--- config.mk ---
export PLATFORM = sky130hd
export DESIGN_NAME = mts_ctrl
export DESIGN_NICKNAME = d
export VERILOG_FILES = /design/src/rtl/mts_pkg.sv /design/src/rtl/mts_ctrl.sv
export SDC_FILE = /design/constraint.sdc
export NUM_CORES = 1
export LEC_CHECK = 0
export ABC_AREA = 1
export BUFFER_PORTS_ARGS = -buffer_cell sky130_fd_sc_hd__buf_2
export CORE_AREA = 2 2 39 41
export DETAILED_ROUTE_END_ITERATION = 10
export DIE_AREA = 0 0 41 43
export PLACE_DENSITY_LB_ADDON = 0.25
export SETUP_SLACK_MARGIN = 0.2
export SLEW_MARGIN = 25
export SYNTH_ARGS = -nofsm -noshare
export SYNTH_HDL_FRONTEND = slang
export SYNTH_SLANG_ARGS = --single-unit
--- constraint.sdc ---
create_clock -name i_clk -period 1.99 [get_ports i_clk]
set_clock_uncertainty 0.05 [all_clocks]
set_input_delay 0.2985 -clock i_clk [delete_from_list [all_inputs] [get_ports i_clk]]
set_output_delay 0.2985 -clock i_clk [all_outputs]
set_load 0.05 [all_outputs]
--- src/rtl/mts_pkg.sv ---
package mts_pkg;

    localparam int STACK_DEPTH = 256;
    localparam int WORD_W      = 32;
    localparam int COUNT_W     = $clog2(STACK_DEPTH + 1);
    localparam int ADDR_W      = $clog2(STACK_DEPTH);

    localparam logic ACT_PUSH = 1'b0;
    localparam logic ACT_POP  = 1'b1;

    typedef enum logic [1:0] {
        S_IDLE,
        S_EXEC,
        S_RDMIN,
        S_FIN
    } t_state;

    // controller -> datapath
    typedef struct packed {
        logic accept;  // capture input, read both stack tops
        logic exec;    // apply push or pop
        logic rdmin;   // read the new minimum top
        logic load;    // load the output register
    } t_cmd;

    // datapath -> controller
    typedef struct packed {
        logic out_free;
    } t_status;

endpackage

--- src/rtl/mts_ctrl.sv ---
module mts_ctrl (
    input  logic              i_clk,
    input  logic              i_rst_n,
    input  logic              i_s_tvalid,
    output logic              o_s_tready,
    input  mts_pkg::t_status  i_status,
    output mts_pkg::t_cmd     o_cmd
);
    import mts_pkg::*;

    t_state r_state;
    t_state n_state;

    always_ff @(posedge i_clk) begin
        if (!i_rst_n) begin
            r_state <= S_IDLE;
        end else begin
            r_state <= n_state;
        end
    end

    always_comb begin
        n_state    = r_state;
        o_s_tready = 1'b0;
        o_cmd      = '0;
        unique case (r_state)
            S_IDLE: begin
                o_s_tready = 1'b1;
                if (i_s_tvalid) begin
                    o_cmd.accept = 1'b1;
                    n_state      = S_EXEC;
                end
            end
            S_EXEC: begin
                o_cmd.exec = 1'b1;
                n_state    = S_RDMIN;
            end
            S_RDMIN: begin
                o_cmd.rdmin = 1'b1;
                n_state     = S_FIN;
            end
            S_FIN: begin
                // hold until the previous result has been taken
                if (i_status.out_free) begin
                    o_cmd.load = 1'b1;
                    n_state    = S_IDLE;
                end
            end
            default: begin
                n_state = S_IDLE;
            end
        endcase
    end

endmodule

## Word level (Yosys, flattened, before mapping)

Cells that the tools add are included.
W data, S select, Z words.

- Equality and inequality tests: 5
- Multiplexer cells: 10
- Reduce and logical (&&, ||, !) cells: 2

Operator list:

| cell | count |
|---|---|
| $pmux W2 S4 | 1 |
| $mux W1 | 7 |
| $eq A2 B2 Y1 const B | 2 |
| $mux W2 | 2 |
| $ne A2 B2 Y1 const B | 2 |
| $eq A2 B1 Y1 const B | 1 |
| $logic_not A2 Y1 | 1 |
| $reduce_and A2 Y1 | 1 |

- Bits in registers: 2
- Input port bits: 4
- Output and inout port bits: 5
- Logic and storage cells: 18

## Longest topological paths before layout

- Depth after elaboration: 3
- Mapped depth: 6
- Mapped depth without buffers: 6

## Worst setup path after synthesis

Ideal clock, no wire load.

- Kind: reg2out
- From: reg r_state[0]
- To: out o_cmd[3] (netlist bit)
- Arrival: 1.330 ns
- Data required time: 1.641 ns
- Path slack: 0.311 ns
- Stages on the path, launching flop included: 5
- Path buffers: 0
- Path through: dfxtp_1 inv_1 ha_1 nand2_1 inv_1

RTL lines:

| item | RTL line | text |
|---|---|---|
| from (decl) | mts_ctrl.sv:11 | `t_state r_state;` |
| from (signal assigned) | mts_ctrl.sv:18 | `r_state <= n_state;` |
| to (decl) | mts_ctrl.sv:7 | `output mts_pkg::t_cmd o_cmd` |

==> metrics.md <==
| Metric | Value |
|---|---|
| Worst Hold Class | input port to flip-flop |
| Post-DP HPWL | 262.4 um |
| IO Pins | 9 |
| Final Hold Vio Count | 0 |
| Pin count of the biggest net entering global routing | 5 |
| Drt drc | 0 |
| Reg2reg setup slack | 870 ps |
| Avg Inst Size Synth | 6.882 um^2 |
| Initial antenna violation count | 0 |
| Setup violators final | 0 |
| CP required | 1640 ps |
| Vias in the first global route | 175 |
| Largest register FFs | 2 |
| Die span in y | 43 um |
| Pre-CTS WS | 653.8 ps |
| Worst rel slew slack | 83.48% |
| CP Class | flip-flop to primary output |
| Post-synth cell types | 8 |
| Post-CTS Resized | 0 |
| IO buf count | 8 |
| Vias | 167 |
| RSZ-0062 raised after global routing | no |
| FP Rows | 14 |
| WHS Endpoint | r_state[1] |
| P&R area growth vs syn | 46.15% |
| Max frequency | 0.6413 GHz |
| Initial Util | 12.93% |
| Leakage power | 0.0001658 uW |
| Max stage delay on crit path | 370 ps |
| Commonest cells after routing, fill and taps aside | buf_2 (8), inv_1 (7), nand2_1 (5) |
| Tot Pwr | 472.9 uW |
| Setup crit start kind | flip-flop |
| DR iter-0 viols | 2 |
| Top flop regs | r_state: 2 flops |
| Yosys reg bits | 2 |
| Worst reg-to-reg path cell count | 6 |
| Largest reg by FF count | r_state |
| FF-to-FF Start | r_state[0] |
| Cell accounting for the most synthesized area | ha_1 |
| Register area | 40.04 um^2 |
| First-pass GRT wire length | 593 um |
| Worst setup EP type | primary output |
| Multi-input gate area | 112.6 um^2 |
| Drt pass-1 iters | 2 |
| Root Buffer | clkbuf_4 |
| Family with the most delay on the worst path | flip-flops |
| Crit-path max FO | 4 |
| Final instance area | 261.5 um^2 |
| Cells after synthesis | 26 |
| Setup tns final | 0 ps |
| CTS Sinks | 2 |
| Mapped Area | 178.9 um^2 |
| Slew Limit Fails | 0 |
| Drt via density | 3.151 |
| Share of the synthesized area in the top cell type | 27.97% |
| Crit path cell chain | inv_1 > ha_1 > nand2_1 > inv_1 > buf_2 |
| Tcrit/Tclk final | 78.36% |
| Hold buffer count at cts | 0 |
| Fin worst setup slack | 430.6 ps |
| Post-CTS Setup Bufs | 0 |
| Max_cap viols | 0 |
| Final WL | 326 um |
| Synth warn | 0 |
| Most used cell, CP | inv_1 |
| Status | completed |
| TritonCTS clock tree | done |
| Gr usage total | 5.311% |
| Buf/Inv on CP | 3 |
| Crit path DAT | 1210 ps |
| CTS Buf Count | 3 |
| Die area | 0.001763 mm^2 |
| DR WL/cell | 6.151 um |
| GP Congestion | 0.5590 |
| Grt total ovfl | 0 |
| Slowest CP cell | dfxtp_1 |
| Top cells by area, synth | ha_1 (28%), dfxtp_1 (22%), inv_1 (15%) |
| Post-route ant nets | 0 |
| Fin crit period | 1559 ps |
| Number of fill cells | 162 |
| Actual slew at the worst max-slew pin | 249.6 ps |
| Core area | 0.001384 mm^2 |
| Antenna Cells | 0 |
| Commonest non-fill, non-tap cell in the layout | buf_2 |
| Critical path startpoint | r_state[0] |
| Hold Crit Start | i_rst_n |
| Clock tree buffer depth | 2 |
| Reg clk slew, reported paths | 30 ps |
| Ratio of cells with drive above 1 in the final layout | 37.84% |
| Die width | 41 um |
| R2R Path End | r_state[0] |
| Worst VDD drop | 0.3686 mV |
| Hold Path Stages | 3 |
| Skew-Pair Late Insertion Delay | 220 ps |
| Htree depth | 1 |
| Nets | 47 |
| Pwr Density | 1808 mW/mm^2 |
| Register area share after synthesis | 22.38% |
| Placed Area | 239.0 um^2 |
| Syn_nets | 34 |
synthesized netlist by cell type:
master	instances
nand2_2	2
a21oi_1	2
inv_1	7
ha_1	4
dfxtp_1	2
nor2_1	3
nand2_1	5
nand3_2	1
worst min-delay path, cell delays in order:
cell	delay, ps
buf_2	110
nand2_1	60
nor2_1	30
power by group:
part / internal (uW) / switching [uW]
clock: 66.4 / 21.5
sequential: 58.0 / 18.5
combinational: 84.3 / 224
total: 209 / 264
cells by family (layout without fill, tap and decap cells):
group | Yosys count | in the layout | synth area share (%)
AOI/OAI and AO/OA | 2 | 2 | 5.595
DFF | 2 | 2 | 22.38
adders and majority gates | 4 | 4 | 27.97
buffers and inverters | 7 | 18 | 14.69
and+or+nand+nor | 11 | 11 | 29.37
worst max path at each step:
| stage | cells after the start | to | slack (ps) |
|---|---|---|---|
| CTS | 5 | o_cmd[3] | 410 |
| finish | 5 | o_cmd[3] | 430 |
| floorplan | 4 | o_cmd[3] | 310 |
| detailed placement | 5 | o_cmd[3] | 650 |
| global placement | 5 | o_cmd[3] | 660 |
| global route | 5 | o_cmd[3] | 320 |
area by class of cell:
cell class	count	area share [%]
clock buffers	3	8.612
inverters	7	10.05
multi-input cells	17	43.06
flip-flops and latches	2	15.31
well taps	16	7.655
repair buffers	8	15.31
metal layers:
layer	up-vias	global-route usage, %	routed length (um)
li1	98	-	-
met1	63	5.751	131
met2	6	7.187	156
met3	0	1.571	38
met4	0	6.000	0
met5	-	0	0
stage by stage:
stage          hold slack [ps]  utilization, %  cells
3_5_place_dp             491.7           17.27     50
4_1_cts                  262.6           18.90     53
3_3_place_gp             490.7           17.27     50
6_report                 271.1           18.90     53
5_1_grt                  304.4           18.90     53
2_1_floorplan            369.1               -     26
(Power assumes the default switching activity.)
